File: config.mk
export PLATFORM = sky130hd
export DESIGN_NAME = serial_byte_demux_frame_assembler
export DESIGN_NICKNAME = d
export VERILOG_FILES = /design/src/hw/rtl/sbdfa_pkg.sv /design/src/hw/rtl/sbdfa_front.sv /design/src/hw/rtl/sbdfa_cmd_fifo.sv /design/src/hw/rtl/sbdfa_back.sv /design/src/hw/rtl/serial_byte_demux_frame_assembler.sv
export SDC_FILE = /design/constraint.sdc
export NUM_CORES = 1
export LEC_CHECK = 0
export BUFFER_PORTS_ARGS = -buffer_cell sky130_fd_sc_hd__buf_2
export CAP_MARGIN = 20
export CORE_AREA = 2 2 121 123
export DETAILED_ROUTE_END_ITERATION = 16
export DIE_AREA = 0 0 123 125
export MAX_ROUTING_LAYER = met4
export PLACE_DENSITY_LB_ADDON = 0.3
export SLEW_MARGIN = 20
export SYNTH_ARGS = -nofsm -noshare
export SYNTH_HDL_FRONTEND = slang
export SYNTH_HIERARCHICAL = 1
export SYNTH_SLANG_ARGS = --single-unit
File: constraint.sdc
create_clock -name i_clk -period 4 [get_ports i_clk]
set_input_delay 0.6 -clock i_clk [delete_from_list [all_inputs] [get_ports i_clk]]
set_output_delay 0.6 -clock i_clk [all_outputs]
set_load 0.005 [all_outputs]
File: src/hw/rtl/sbdfa_pkg.sv
// shared types and constants for the serial byte demux and frame assembler
// no dependencies; used by every module of the block by scoped names
package sbdfa_pkg;

    // frame and destination sizing
    localparam int FRAME_LEN  = 5;
    localparam int DEST_LIMIT = 6;
    localparam int CNT_W      = $clog2(FRAME_LEN);
    localparam int ACC_W      = (FRAME_LEN - 1) * 8;
    localparam int WORD_W     = 40;

    localparam logic [7:0] HEADER_BYTE = 8'hFF;

    // destination codes
    localparam logic [2:0] DEST_NONE  = 3'd0;
    localparam logic [2:0] DEST_FRAME = 3'd1;
    localparam logic [2:0] DEST_PORT2 = 3'd2;

    // command queue sizing
    localparam int Q_DEPTH = 4;
    localparam int Q_AW    = $clog2(Q_DEPTH);
    localparam int Q_CW    = $clog2(Q_DEPTH + 1);

    typedef enum logic [1:0] {
        KIND_PORT2 = 2'd0,
        KIND_SOFT  = 2'd1,
        KIND_FRAME = 2'd2
    } t_kind;

    // one data byte together with the destination it was addressed to
    typedef struct packed {
        logic [2:0] dest;
        logic [7:0] data;
    } t_cmd;

    // queue status seen by the front and the back
    typedef struct packed {
        logic full;
        logic valid;
    } t_q_status;

endpackage

File: src/hw/rtl/sbdfa_front.sv
// front end: holds the destination byte and turns each data byte into a command
// depends on sbdfa_pkg
module sbdfa_front (
    input  logic              i_clk,
    input  logic              i_rst_n,
    input  logic              i_push,
    input  logic [7:0]        i_rx_byte,
    input  sbdfa_pkg::t_q_status i_q_status,
    output logic              o_cmd_push,
    output sbdfa_pkg::t_cmd   o_cmd
);

    logic [2:0] r_held;
    logic [2:0] n_held;
    logic       w_accept;

    assign w_accept = i_push && !i_q_status.full;

    always_comb begin
        n_held     = r_held;
        o_cmd_push = 1'b0;
        o_cmd.dest = r_held;
        o_cmd.data = i_rx_byte;
        if (w_accept) begin
            if (r_held == sbdfa_pkg::DEST_NONE) begin
                // a bad destination byte is simply dropped
                if ((i_rx_byte != 8'd0) && (i_rx_byte < 8'(sbdfa_pkg::DEST_LIMIT))) begin
                    n_held = i_rx_byte[2:0];
                end
            end else begin
                o_cmd_push = 1'b1;
                n_held     = sbdfa_pkg::DEST_NONE;
            end
        end
    end

    always_ff @(posedge i_clk) begin
        if (!i_rst_n) begin
            r_held <= sbdfa_pkg::DEST_NONE;
        end else begin
            r_held <= n_held;
        end
    end

endmodule

File: src/hw/rtl/sbdfa_cmd_fifo.sv
// short command queue between front and back end
// depends on sbdfa_pkg
module sbdfa_cmd_fifo (
    input  logic                 i_clk,
    input  logic                 i_rst_n,
    input  logic                 i_push,
    input  sbdfa_pkg::t_cmd      i_cmd,
    input  logic                 i_pop,
    output sbdfa_pkg::t_cmd      o_cmd,
    output sbdfa_pkg::t_q_status o_status
);

    sbdfa_pkg::t_cmd                r_mem [sbdfa_pkg::Q_DEPTH];
    logic [sbdfa_pkg::Q_AW-1:0]     r_wr_ptr;
    logic [sbdfa_pkg::Q_AW-1:0]     r_rd_ptr;
    logic [sbdfa_pkg::Q_CW-1:0]     r_count;
    logic                           w_wr;
    logic                           w_rd;

    assign o_status.full  = (r_count == sbdfa_pkg::Q_CW'(sbdfa_pkg::Q_DEPTH));
    assign o_status.valid = (r_count != '0);
    assign w_wr  = i_push && !o_status.full;
    assign w_rd  = i_pop && o_status.valid;
    assign o_cmd = r_mem[r_rd_ptr];

    always_ff @(posedge i_clk) begin
        if (w_wr) begin
            r_mem[r_wr_ptr] <= i_cmd;
        end
    end

    always_ff @(posedge i_clk) begin
        if (!i_rst_n) begin
            r_wr_ptr <= '0;
            r_rd_ptr <= '0;
            r_count  <= '0;
        end else begin
            if (w_wr) begin
                r_wr_ptr <= r_wr_ptr + 1'b1;
            end
            if (w_rd) begin
                r_rd_ptr <= r_rd_ptr + 1'b1;
            end
            unique case ({w_wr, w_rd})
                2'b10:   r_count <= r_count + 1'b1;
                2'b01:   r_count <= r_count - 1'b1;
                default: r_count <= r_count;
            endcase
        end
    end

endmodule

File: src/hw/rtl/sbdfa_back.sv
// back end: carries out commands, assembles frames and holds the result register
// depends on sbdfa_pkg
module sbdfa_back (
    input  logic                         i_clk,
    input  logic                         i_rst_n,
    input  sbdfa_pkg::t_q_status         i_q_status,
    input  sbdfa_pkg::t_cmd              i_cmd,
    output logic                         o_cmd_pop,
    input  logic                         i_pop,
    output logic                         o_empty,
    output logic [1:0]                   o_dest_kind,
    output logic [2:0]                   o_dest_id,
    output logic [7:0]                   o_data_byte,
    output logic [sbdfa_pkg::WORD_W-1:0] o_frame_word
);

    localparam int EXT_W = sbdfa_pkg::ACC_W + 8 + sbdfa_pkg::WORD_W;

    logic [sbdfa_pkg::CNT_W-1:0]   r_count;
    logic [sbdfa_pkg::CNT_W-1:0]   n_count;
    logic [sbdfa_pkg::ACC_W-1:0]   r_acc;
    logic [sbdfa_pkg::ACC_W-1:0]   n_acc;
    logic                          r_out_valid;
    logic                          n_out_valid;
    sbdfa_pkg::t_kind              r_kind;
    sbdfa_pkg::t_kind              n_kind;
    logic [2:0]                    r_id;
    logic [2:0]                    n_id;
    logic [7:0]                    r_data;
    logic [7:0]                    n_data;
    logic [sbdfa_pkg::WORD_W-1:0]  r_word;
    logic [sbdfa_pkg::WORD_W-1:0]  n_word;
    logic [EXT_W-1:0]              w_ext;
    logic                          w_result;

    // slot free, or being emptied this cycle
    assign o_cmd_pop = i_q_status.valid && (!r_out_valid || i_pop);
    assign w_ext     = {{sbdfa_pkg::WORD_W{1'b0}}, r_acc, i_cmd.data};

    always_comb begin
        n_count  = r_count;
        n_acc    = r_acc;
        n_kind   = r_kind;
        n_id     = r_id;
        n_data   = r_data;
        n_word   = r_word;
        w_result = 1'b0;
        if (o_cmd_pop) begin
            priority if (i_cmd.dest == sbdfa_pkg::DEST_FRAME) begin
                if (r_count == '0) begin
                    if (i_cmd.data == sbdfa_pkg::HEADER_BYTE) begin
                        n_acc   = {r_acc[sbdfa_pkg::ACC_W-9:0], i_cmd.data};
                        n_count = sbdfa_pkg::CNT_W'(1);
                    end
                end else if (r_count == sbdfa_pkg::CNT_W'(sbdfa_pkg::FRAME_LEN - 1)) begin
                    w_result = 1'b1;
                    n_kind   = sbdfa_pkg::KIND_FRAME;
                    n_id     = sbdfa_pkg::DEST_FRAME;
                    n_data   = 8'd0;
                    n_word   = w_ext[sbdfa_pkg::WORD_W-1:0];
                    n_count  = '0;
                end else begin
                    n_acc   = {r_acc[sbdfa_pkg::ACC_W-9:0], i_cmd.data};
                    n_count = r_count + 1'b1;
                end
            end else if (i_cmd.dest == sbdfa_pkg::DEST_PORT2) begin
                w_result = 1'b1;
                n_kind   = sbdfa_pkg::KIND_PORT2;
                n_id     = i_cmd.dest;
                n_data   = i_cmd.data;
                n_word   = '0;
            end else begin
                w_result = 1'b1;
                n_kind   = sbdfa_pkg::KIND_SOFT;
                n_id     = i_cmd.dest;
                n_data   = i_cmd.data;
                n_word   = '0;
            end
        end
        n_out_valid = w_result || (r_out_valid && !i_pop);
    end

    always_ff @(posedge i_clk) begin
        if (!i_rst_n) begin
            r_count     <= '0;
            r_out_valid <= 1'b0;
        end else begin
            r_count     <= n_count;
            r_out_valid <= n_out_valid;
        end
    end

    always_ff @(posedge i_clk) begin
        r_acc  <= n_acc;
        r_kind <= n_kind;
        r_id   <= n_id;
        r_data <= n_data;
        r_word <= n_word;
    end

    assign o_empty      = !r_out_valid;
    assign o_dest_kind  = r_kind;
    assign o_dest_id    = r_id;
    assign o_data_byte  = r_data;
    assign o_frame_word = r_word;

endmodule

File: src/hw/rtl/serial_byte_demux_frame_assembler.sv
// top level of the serial byte demux and frame assembler
// depends on sbdfa_pkg, sbdfa_front, sbdfa_cmd_fifo and sbdfa_back
//
// usage
//   input channel: drive i_rx_byte and raise i_push; a byte is taken at a rising
//   edge where i_push is high and o_full is low. bytes come in pairs, a
//   destination byte then a data byte
//   result channel: while o_empty is low the oldest result sits on o_dest_kind,
//   o_dest_id, o_data_byte and o_frame_word; it is taken at an edge where
//   i_pop is high and o_empty is low
//   result path: a taken data byte enters the command queue and the back end
//   then executes it into the result register, given an empty queue and a free
//   result register
//   throughput: one byte per cycle while results are popped; the back end runs
//   one queued command per cycle while its result register is free or popped
//   reset: synchronous, active low; no destination held, no frame open, queue
//   and result register empty; no clearing pass is needed
//   receiver stall: the result register holds, the back end stops taking
//   commands, the four-entry command queue fills and o_full then stops input
module serial_byte_demux_frame_assembler (
    input  logic        i_clk,
    input  logic        i_rst_n,
    input  logic        i_push,
    output logic        o_full,
    input  logic [7:0]  i_rx_byte,
    input  logic        i_pop,
    output logic        o_empty,
    output logic [1:0]  o_dest_kind,
    output logic [2:0]  o_dest_id,
    output logic [7:0]  o_data_byte,
    output logic [39:0] o_frame_word
);

    // front to queue
    logic                 w_cmd_push;
    sbdfa_pkg::t_cmd      w_cmd_in;
    // queue to back
    sbdfa_pkg::t_cmd      w_cmd_out;
    logic                 w_cmd_pop;
    sbdfa_pkg::t_q_status w_q_status;

    // destination tracking and classification of each byte
    sbdfa_front u_front (
        .i_clk      (i_clk),
        .i_rst_n    (i_rst_n),
        .i_push     (i_push),
        .i_rx_byte  (i_rx_byte),
        .i_q_status (w_q_status),
        .o_cmd_push (w_cmd_push),
        .o_cmd      (w_cmd_in)
    );

    // decoupling queue of data bytes with their destination
    sbdfa_cmd_fifo u_fifo (
        .i_clk    (i_clk),
        .i_rst_n  (i_rst_n),
        .i_push   (w_cmd_push),
        .i_cmd    (w_cmd_in),
        .i_pop    (w_cmd_pop),
        .o_cmd    (w_cmd_out),
        .o_status (w_q_status)
    );

    // forwarding, frame assembly and result register
    sbdfa_back u_back (
        .i_clk        (i_clk),
        .i_rst_n      (i_rst_n),
        .i_q_status   (w_q_status),
        .i_cmd        (w_cmd_out),
        .o_cmd_pop    (w_cmd_pop),
        .i_pop        (i_pop),
        .o_empty      (o_empty),
        .o_dest_kind  (o_dest_kind),
        .o_dest_id    (o_dest_id),
        .o_data_byte  (o_data_byte),
        .o_frame_word (o_frame_word)
    );

    // input is refused only when the command queue is full
    assign o_full = w_q_status.full;

    // the front never pushes a command into a full queue
    a_no_push_when_full: assert property (@(posedge i_clk) disable iff (!i_rst_n)
        w_cmd_push |-> !w_q_status.full)
        else $error("command pushed into full queue");

    // an unpopped result stays in the result register
    a_result_held: assert property (@(posedge i_clk) disable iff (!i_rst_n)
        (!o_empty && !i_pop) |=> !o_empty)
        else $error("waiting result lost");

    // a completed frame always carries destination one and no data byte
    a_frame_id: assert property (@(posedge i_clk) disable iff (!i_rst_n)
        (!o_empty && (o_dest_kind == sbdfa_pkg::KIND_FRAME)) |->
        ((o_dest_id == sbdfa_pkg::DEST_FRAME) && (o_data_byte == 8'd0)))
        else $error("frame result with wrong id or data");

    // soft port results carry an id in the soft range
    a_soft_id: assert property (@(posedge i_clk) disable iff (!i_rst_n)
        (!o_empty && (o_dest_kind == sbdfa_pkg::KIND_SOFT)) |->
        ((o_dest_id > sbdfa_pkg::DEST_PORT2) &&
         (o_dest_id < 3'(sbdfa_pkg::DEST_LIMIT)) && (o_frame_word == '0)))
        else $error("soft port result with bad id");

endmodule

# Word-level counts from Yosys, hierarchy flattened
# Memories as Yosys holds them, arrays and structs flattened. A register that Yosys moved wholly into a read port is not among the register bits.
# Index checks and enable logic that the tools add are counted.
[op_classes] addsub=5 order_cmp=1 eq_ne=12 muxes=31 reduce_logical=20
[op_table] op="$mux 32" count=3
[op_table] op="$mux 40" count=2
[op_table] op="$mux 3" count=8
[op_table] op="$mux 8" count=3
[op_table] op="$mux 2" count=5
[op_table] op="$mux 1" count=9
[op_table] op="$eq 8x8->1 const B" count=1
[op_table] op="$lt 8x3->1 const B" count=1
[op_table] op="$ne 2x2->1 const B" count=4
[op_table] op="$reduce_bool 8->1" count=1
[op_table] op="$add 3x1->3 const B" count=2
[op_table] op="$eq 3x3->1 const B" count=2
[op_table] op="$logic_and 1x1->1" count=6
[op_table] op="$logic_not 3->1" count=2
[op_table] op="$pmux 3 s2" count=1
[op_table] op="$reduce_and 3->1" count=2
[op_table] op="$add 2x1->2 const B" count=2
[op_table] op="$reduce_and 4->1" count=1
[op_table] op="$eq 3x1->1 const B" count=1
[op_table] op="$eq 3x2->1 const B" count=1
[op_table] op="$logic_not 1->1" count=3
[op_table] op="$reduce_bool 3->1" count=1
[op_table] op="$sub 3x1->3 const B" count=1
[op_table] op="$eq 2x1->1 const B" count=1
[op_table] op="other kinds (5)" count=6
[totals] regBits=99 ram_bits=44 wordCells=81 mem_count=1
[mem_list] memory="u_fifo.r_mem" depth=4 width=11 rd=1 rd_ports_with_merged_regs=1 wr=1 line_no="sbdfa_cmd_fifo.sv:13" source="sbdfa_pkg::t_cmd r_mem [sbdfa_pkg::Q_DEPTH];"

# Logic depth before layout (Yosys ltp)
[logic_depth] word_depth=7 depth_mapped=12 depth_no_buf=11

# Hierarchy
# The synthesis kept the hierarchy.
[by_module_without_submodules] mod="sbdfa_back" n_inst=1 cells_per_inst=179 area_per_inst_um2=3201.8
[by_module_without_submodules] mod="sbdfa_cmd_fifo" n_inst=1 cells_per_inst=109 area_per_inst_um2=2093.3
[by_module_without_submodules] mod="sbdfa_front" n_inst=1 cells_per_inst=27 area_per_inst_um2=222.7

# Worst setup path after synthesis
# Ideal clock, no wire load.
[synth_path] path_kind="register to register" from="reg (tool-made name)" to="reg u_back/r_acc[0] in the netlist's numbering (enable)" setup_time_ns=0.432 arrival_time_ns=3.180 t_required_ns=3.568 setup_slack_ns=0.389 stages_incl_launch_ff=6 path_buffers=1 synth_period_minus_slack_ns=3.611 cell_sequence="dfxtp_1 -> buf_4 -> mux4_2 -> nor3b_4 -> nand3_4 -> a21oi_1"
[synth_rtl] item="to (signal assigned)" line_no="sbdfa_back.sv:94" source="r_acc <= n_acc;"
[synth_rtl] item="to (decl)" line_no="sbdfa_back.sv:21" source="logic [sbdfa_pkg::ACC_W-1:0] r_acc;"

==> summary.md <==
| Metric | Value |
|---|---|
| CP arrival | 2890 ps |
| Post-route setup TNS | 0 ps |
| Vias in the first global route | 2655 |
| Leakage | 2.229 nW |
| Max-slew violation count | 0 |
| Ys Warns | 6 |
| Area contributors post-synth | edfxtp_1 70%, dfxtp_1 5.8%, and2_1 5.1% |
| Post-Syn Nets | 335 |
| CTS tree | done |
| Skew final | 9.304 ps |
| Metal2 WL | 4174 um |
| Pwr per Cell Area | 477.9 nW/um^2 |
| Total Routed Length | 8728 um |
| IO Count | 67 |
| Later-pin clock latency in the skew report | 420 ps |
| Worst-Margin Slew | 557.1 ps |
| # rows | 44 |
| CTS Buf Count | 17 |
| Met3 WL | 504 um |
| Hpwl dp | 5794 um |
| Req. time, crit path | 4110 ps |
| Final Cycle Share | 69.68% |
| Number of hold-repair buffers added at the cts stage | 0 |
| Fin util | 46.14% |
| Seq cells post-synth | 145 |
| Top Layer Used | met4 |
| Area grow syn2layout | 18.78% |
| Fmax | 0.3588 GHz |
| Post-DR vias/cell | 4.582 |
| Startpoint Class | flop |
| M1 wire length | 3939 um |
| Area leader, netlist | edfxtp_1 |
| Synth top area share | 70.20% |
| Share of cells above drive strength 1 | 30.73% |
| Avg WL per Cell | 15.02 um |
| CP cell instances | buf_4 > mux4_2 > nor3b_4 > nand2_1 > and2_2 > buf_4 |
| WS Path Type | flop to flop |
| Core area | 14200 um^2 |
| Post-CTS setup buffer count | 0 |
| Root Driver | clkbuf_16 |
| Worst Path Max Fanout | 42 |
| Critical Path Max Stage Delay | 600 ps |
| Die W | 123 um |
| Initial Util | 38.85% |
| Vias | 2662 |
| Post-CTS sizing | 0 |
| I/O Buffers | 66 |
| Seq/Total Area, Yosys | 76.01% |
| Min Clock Period, post-route | 2787 ps |
| Chip Height | 125 um |
| Area occupied by multi-input gates | 1167 um^2 |
| Cell count after synthesis | 315 |
| Unrepaired setup endpoints after global routing | false |
| Run status | finished, final reports clean |
| Tot Pwr | 3.132 mW |
| N_diodes | 0 |
| CTS Sinks | 145 |
| DRT antenna net count | 0 |
| Final nets | 404 |
| Synthesized cell area | 5518 um^2 |
| Setup violators final | 0 |
| Remaining DRCs | 0 |
| Worst vdd ir | 0.2455 mV |
| Final hold vios | 0 |
| GRT Util Overall | 12.56% |
| First-pass GRT wire length | 13750 um |
| Pin count of the biggest net entering global routing | 43 |
| Clk buf depth | 2 |
| # fillers | 1259 |
| DIE AREA | 15380 um^2 |
| DR iter-0 viols | 219 |
| Initial antenna violation count | 0 |
| Critical path capture point type | flop |
| Hold crit path type | input pin to flop |
| Clk slew on worst S/H paths | 60 ps |
| Max cap viols | 0 |
| Hold_ws | 432.4 ps |
| GRT overflow | 0 |
| CTS H-tree lvls | 4 |
| Average size of a mapped cell | 17.52 um^2 |
| Slew Limit Headroom | 62.82% |
| Synth unique cells | 42 |
| First-pass DRT Iterations | 4 |
| Crit-path most repeated cell | buf_4 |
| Final Wtd Congestion | 0.6857 |
| Reg area | 4194 um^2 |
| CP max stage cell | mux4_2 |
==> state kept, by name, summed over array words and instances (netlist names), named ones only <==
| register | cells |
|---|---|
| u_fifo/r_count | 3 |
| u_back/o_dest_kind | 2 |
| u_back/r_count | 3 |
| u_back/o_frame_word | 40 |
| u_back/r_out_valid | 1 |
| u_fifo/r_mem | 44 |
| u_back/o_data_byte | 8 |
| u_fifo/r_wr_ptr | 2 |
| u_fifo/r_rd_ptr | 2 |
| u_back/o_dest_id | 3 |
| u_front/r_held | 3 |
| u_back/r_acc | 32 |
==> synthesized netlist by cell type, drive strengths merged <==
master	count
nor4b	2
o21ai	6
buf	13
or2	1
o31a	1
inv	13
nor2b	12
fa	1
a21boi	1
mux4	11
nor3b	2
nand2b	3
a31oi	1
dfxtp	16
and2	49
nand4	3
o311ai	1
edfxtp	129
clkbuf	7
xnor2	3
mux2i	3
or4b	1
nor3	2
nor2	2
or3b	1
nand4b	1
ha	7
nand2	9
xor2	2
nand3	5
a211oi	1
or3	3
a21oi	3
==> metal layers <==
metal	track usage, %	vias up
met3	4.790	10
met4	5.414	0
met5	-	-
met2	18.62	77
met1	15.34	1289
li1	-	1286
==> layout by cell type, fill, tap and decap left out, types with 2 or more instances in the layout <==
| master | netlist | routed |
|---|---|---|
| clkinv_2 | 0 | 2 |
| o21ai_1 | 3 | 3 |
| and2_1 | 45 | 44 |
| nor2_1 | 2 | 2 |
| and2_2 | 4 | 5 |
| nor2b_1 | 12 | 12 |
| clkbuf_1 | 7 | 3 |
| a21oi_1 | 3 | 2 |
| o21ai_0 | 3 | 3 |
| clkinv_1 | 0 | 4 |
| or3_1 | 2 | 2 |
| buf_4 | 9 | 4 |
| clkinvlp_4 | 0 | 3 |
| nand4_1 | 3 | 3 |
| inv_1 | 13 | 13 |
| xor2_1 | 2 | 2 |
| nand2_1 | 9 | 9 |
| xnor2_1 | 3 | 3 |
| mux4_2 | 11 | 11 |
| nand3_1 | 4 | 4 |
| ha_1 | 7 | 7 |
| mux2i_1 | 3 | 3 |
| buf_2 | 3 | 66 |
| nand2b_1 | 3 | 3 |
| dfxtp_1 | 16 | 16 |
| bufinv_16 | 0 | 2 |
| edfxtp_1 | 129 | 129 |
| clkbuf_16 | 0 | 17 |
==> per-stage QoR <==
stage / area [um^2] / worst slack [ps] / cells
3_5_place_dp: 6001 / 1151 / 549
6_report: 6554 / 1213 / 581
3_3_place_gp: 6001 / 1234 / 549
4_1_cts: 6554 / 1147 / 581
2_1_floorplan: 5518 / 388.5 / 315
5_1_grt: 6554 / 931.7 / 581
==> worst paths after layout <==
kind              cells past startpoint                 endpoint        startpoint  slack (ps)
hold / removal                        1       u_fifo/r_mem[1][7]      i_rx_byte[7]         430
setup reg to reg                      6  u_back/o_frame_word[35]              flop        1210
hold reg to reg                       0         u_back/r_acc[21]  u_back/r_acc[13]         440
setup / recovery                      6  u_back/o_frame_word[35]              flop        1210
==> cells by family (layout without fill, tap and decap cells) <==
logic type | Yosys count | after routing | synth area share, %
adders and majority gates | 8 | 8 | 1.950
and+or+nand+nor | 96 | 96 | 11.47
AOI/OAI and AO/OA | 14 | 14 | 1.678
DFF | 145 | 145 | 76.01
buffers and inverters | 33 | 115 | 3.061
xor gates and xnor gates | 5 | 5 | 0.7938
muxes | 14 | 14 | 5.034
==> power breakdown <==
group	internal [mW]	leakage [nW]	switching [mW]
clock	0.906	0.260	0.558
combinational	0.0115	0.693	0.0189
sequential	1.64	1.28	0.00223
==> area by class of cell <==
type | count | area share, %
flip-flops and latches | 145 | 63.99
multi-input cells | 137 | 17.81
clock buffers | 20 | 6.663
repair buffers | 70 | 5.498
well taps | 184 | 3.513
clock inverters | 12 | 1.775
inverters | 13 | 0.7446
==> critical path, delay by kind of cell (launching register included) <==
family,cells,cell delay (ps)
simple gates,3,990
mux,1,600
flops,1,300
buf+inv,2,560
Note: power is estimated with default switching activity, not from simulation.
